`src/design/htd_ram.sv`:
```
// Generic single-port-write, single-port-read RAM with registered read data.
`timescale 1ns / 1ps

module htd_ram #(
  parameter int unsigned WIDTH = 8,
  parameter int unsigned DEPTH = 256,
  localparam int unsigned AW = $clog2(DEPTH)
) (
  input  logic             clk_i,
  input  logic             we_i,
  input  logic [AW-1:0]    waddr_i,
  input  logic [WIDTH-1:0] wdata_i,
  input  logic             re_i,
  input  logic [AW-1:0]    raddr_i,
  output logic [WIDTH-1:0] rdata_o
);

  logic [WIDTH-1:0] mem_q [DEPTH];
  logic [WIDTH-1:0] rdata_q;

  always_ff @(posedge clk_i) begin
    if (we_i) begin
      mem_q[waddr_i] <= wdata_i;
    end
  end

  // Read data holds its value until the next read.
  always_ff @(posedge clk_i) begin
    if (re_i) begin
      rdata_q <= mem_q[raddr_i];
    end
  end

  assign rdata_o = rdata_q;

endmodule

```
`config.mk`:
```
export PLATFORM = sky130hd
export DESIGN_NAME = htd_ram
export DESIGN_NICKNAME = d
export VERILOG_FILES = /design/src/design/htd_ram.sv
export SDC_FILE = /design/constraint.sdc
export NUM_CORES = 2
export LEC_CHECK = 0
export BUFFER_PORTS_ARGS = -buffer_cell sky130_fd_sc_hd__clkbuf_2
export CORE_MARGIN = 2
export CORE_UTILIZATION = 54
export CTS_CLUSTER_DIAMETER = 150
export DETAILED_ROUTE_END_ITERATION = 6
export PLACE_DENSITY = 0.67
export SYNTH_ARGS = -nofsm -noshare
export SYNTH_HDL_FRONTEND = slang
export SYNTH_SLANG_ARGS = --single-unit
```
`constraint.sdc`:
```
create_clock -name clk_i -period 3 [get_ports clk_i]
set_input_delay 0.3 -clock clk_i [delete_from_list [all_inputs] [get_ports clk_i]]
set_output_delay 0.3 -clock clk_i [all_outputs]
set_load 0.01 [all_outputs]
```
# ---- Yosys cells after proc, flatten, opt, wreduce, memory -nomap -nowiden
# Memories as Yosys holds them, arrays and structs flattened. A register that Yosys moved wholly into a read port is not among the register bits.
# Index checks and enable logic that the tools add are counted.
dict set report op_classes {
  addsub 0
  multipliers 0
  div_mod_pow 0
  magnitude_cmp 0
  eq_ne 0
  shifts 0
  mux 2
  bitwise_logic 0
  n_reduce_logical 0
}
# op n
set op_table {}
lappend op_table {{1-bit 2-to-1 mux} 2}
dict set report word_totals {
  regBits 0
  latchBits 0
  ram_bits 2048
  romBits 0
  output_inout_bits 8
  n_memories 1
}
# name depth word_bits rd rd_clocked_by_memory_dff wr line
set mem_list {}
lappend mem_list {mem_q 256 8 1 1 1 18} ;# logic [WIDTH-1:0] mem_q [DEPTH];

# ---- Longest topological paths before layout
dict set report logic_depth {
  depth_word 2
  ltp_mapped 11
  mapped_depth_nobuf 6
}

# ---- Worst setup path before layout
# No wires, ideal clock.
dict set report synth_path {
  path_type {input-to-reg}
  from {in raddr_i[0]}
  to {reg rdata_q[2] (netlist: rdata_o[2]) (read register of mem_q) (data pin)}
  setup_time_ns 0.269
  t_arrival_ns 2.107
  required_ns 2.731
  path_slack_ns 0.624
  cell_stages 9
  path_cell_list {buf_6 -> buf_12 -> buf_8 -> buf_2 -> mux4_2 -> a22oi_1 -> a21oi_1 -> nor4_1 -> nor4_2}
}
# item line
set synth_rtl {}
lappend synth_rtl {{from (decl)} 14} ;# input logic [AW-1:0] raddr_i,
lappend synth_rtl {{to (decl)} 19} ;# logic [WIDTH-1:0] rdata_q;

==> reports/qor.yml <==
outcome: "complete, but fails checks"
failed_checks: "hold timing, setup timing"
final_cell_mix: "edfxtp_1 (2,056), mux4_2 (454), buf_4 (449)"
crit_path_frequent_cell: "nor4_1"
yosys_warnings: 0
critPathLaunch: "mem_q[216][7]"
synth_cell_types: 54
r2r_cells: 6
post_cts_resized: 0
path_clk_slew_ps: 60
final.min_clock_period_ps: 3132
start_util_pct: 54.51
core_area_um2: 146100
max_slew_margin_pct: 11.52
viasPerCell: 6.418
drive_above_1_share_pct: 29.34
die_area_um2: 150600
h-tree-depth: 4
antenna_found_initial: 8
hpwl_um: 124200
top_usage_layer: "met2"
rsz0062_at_grt: "false"
worstPathArrival_ps: 3680
setup_violations: 1
num_antenna_cells: 0
synth_area_per_cell_um2: 21.33
hold_viol_final: 10
critPathMaxFanout: 1
grt_pass1_wl_um: 285300
dp_cells: 5958
tightest_slew_ps: 1315
r2r-end: "rdata_o[7]"
synth_nets: 3760
synth_flop_cell: "edfxtp_1"
syn_area_um2: 79640
setup_tns_ps: -132.3
grt_use_met1_pct: 38.88
worst_hold_path_type: "input port to register"
synth_top_family_by_area: "multiplexers"
peakVddDrop_mv: 0.6831
drt_iter0_markers: 5359
row_count: 140
setup.worst_path.start_class: "register"
synth_mux_area_share_pct: 14.60
synthTopCellsByArea: "edfxtp_1 (78%), mux4_2 (13%), mux2i_1 (1.7%), nor2_1 (1.3%), a22oi_1 (1.3%)"
drc_errors: 0
period_share_pct: 104.4
ios: 35
die_h_um: 388.0
vias: 40570
grt_overflow: 0
yosys.area.top_type: "edfxtp_1"
wl_um: 197300
whs_ps: -7.423
synth-seq-cells: 2056
cts_buffers: 196
synth_xor_area_share_pct: 0
worstSetupEndpoint: "rdata_o[7]"
met2_usage_pct: 40.81
gp_congestion: 0.8776
synth-edff-count: 2056
critPathTopFamily: "simple AND/OR/NAND/NOR gates"
gr-usage-all-layers_pct: 26.39
crit_cells: 6
synthSimpleGateAreaFrac_pct: 2.625
grt_max_degree: 118
drv_cap: 0
required_ps: 3550
powerDensity_nw_per_um2: 641.5
p_leak_nw: 29.36
worstPathCellList: "mux4_2, a22oi_1, a21oi_1, nor4_1, buf_4, nor4_1"
synth-seq-area-share_pct: 77.53
synth_adder_area_share_pct: 0
worst_slack_ps: -132.3
cts_sinks: 2056
worst_path_max_delay_cell: "nor4_1"
yosysTopAreaCellShare_pct: 77.53
crit_buf_inv: 1
clk_latency_ps: 820
grt_pass1_vias: 40590
cts_tree: "built"
skew_ps: 21.28
cts-root-buf: "clkbuf_16"
clock_path_buffers: 3
fmax_ghz: 0.3193
final_cells: 6321
wl_per_cell_um: 31.22
dr.pass1.iters: 5
final_common_cell: "edfxtp_1"
max_stage_delay_ps: 1110
min_path_cells: 1
die_w_um: 388.0
cts_setup_buffers: 0
path_class: "register to register"
fin_nets: 4272
slew_viol_final: 0
utilization_pct: 62.80
synth_cells: 3733
crit_path_end_kind: "register"
use_met3_pct: 4.774
reg2reg_slack_ps: -130
syn2layout_area_growth_pct: 15.21
synth_compound_area_share_pct: 3.416
r2r_start: "mem_q[216][7]"
port_buffers: 34
ant_nets: 0
synthArstFlopShare_pct: 0
==> worst reg2reg max path, stage by stage (launching register included) <==
cell      delay, ps
edfxtp_1        360
mux4_2          470
a22oi_1         410
a21oi_1         190
nor4_1         1110
buf_4           260
nor4_1           50
==> flip-flops by register name, summed over array words and instances (netlist names) <==
signal   count
mem_q     2048
rdata_o      8
==> cells in the mapped netlist (4+ instances only) <==
| cell | number |
|---|---|
| o32ai_1 | 4 |
| nor4_1 | 24 |
| and2_1 | 6 |
| a22oi_1 | 133 |
| a22o_1 | 8 |
| nand3_1 | 34 |
| o211ai_1 | 10 |
| o21ai_0 | 10 |
| nor3_1 | 22 |
| mux2i_1 | 134 |
| o22a_1 | 5 |
| o221ai_1 | 46 |
| nor2b_1 | 31 |
| nand4_1 | 10 |
| buf_2 | 31 |
| buf_8 | 13 |
| a21oi_1 | 96 |
| a211oi_1 | 16 |
| or2_2 | 4 |
| nand2b_1 | 8 |
| buf_6 | 21 |
| mux4_2 | 454 |
| buf_1 | 22 |
| a221oi_1 | 13 |
| buf_12 | 8 |
| clkbuf_1 | 111 |
| edfxtp_1 | 2056 |
| buf_4 | 27 |
| nor2_1 | 282 |
| o22ai_1 | 28 |
| nand2_1 | 33 |
==> per-stage QoR <==
step                      area [um2]  setup WS, ps  power, mW
after floorplan                79640         623.9      33.85
after global placement         85460        -738.6      35.39
after detailed placement       85460        -650.1      35.43
after CTS                      91750         140.0      59.11
after global routing           91750         3.604      60.38
final                          91750        -132.3      58.86
==> power breakdown <==
group          switching (mW)  internal [mW]  leakage [nW]
Sequential             0.0413           31.7          18.5
Clock                    10.6           13.4          3.03
Combinational            1.93           1.19          7.84
==> routing by layer <==
layer / up-vias / wire (um)
met1: 21440 / 79890
met4: 8 / 5848
met2: 2096 / 93500
met3: 318 / 18030
li1: 16710 / -
met5: - / 56
==> area by class of cell <==
class,instances,area [um2]
repair buffers,547,4873
multi-input cells,1442,16510
clock inverters,114,1100
well taps,1917,2399
flip-flops and latches,2056,61740
fillers,9924,54340
clock buffers,243,5124
inverters,2,7.507
==> worst min path at each step <==
stage / from / endpoint
6_report: wdata_i[1] / mem_q[224][1]
3_5_place_dp: wdata_i[2] / mem_q[229][2]
3_3_place_gp: wdata_i[2] / mem_q[230][2]
4_1_cts: wdata_i[1] / mem_q[224][1]
5_1_grt: wdata_i[1] / mem_q[224][1]
2_1_floorplan: wdata_i[0] / mem_q[0][0]
==> cell families after synthesis <==
group                  Yosys count
DFF                           2056
muxes                          591
and+or+nand+nor                466
AOI/OAI and AO/OA              385
buffers and inverters          235
==> what timing repair did <==
action | CTS | global route
endpoints found under the setup margin | 0 | 0
endpoints found under the hold margin | 126 | 0
hold buffers | 6 | 0
(Power assumes the default switching activity.)
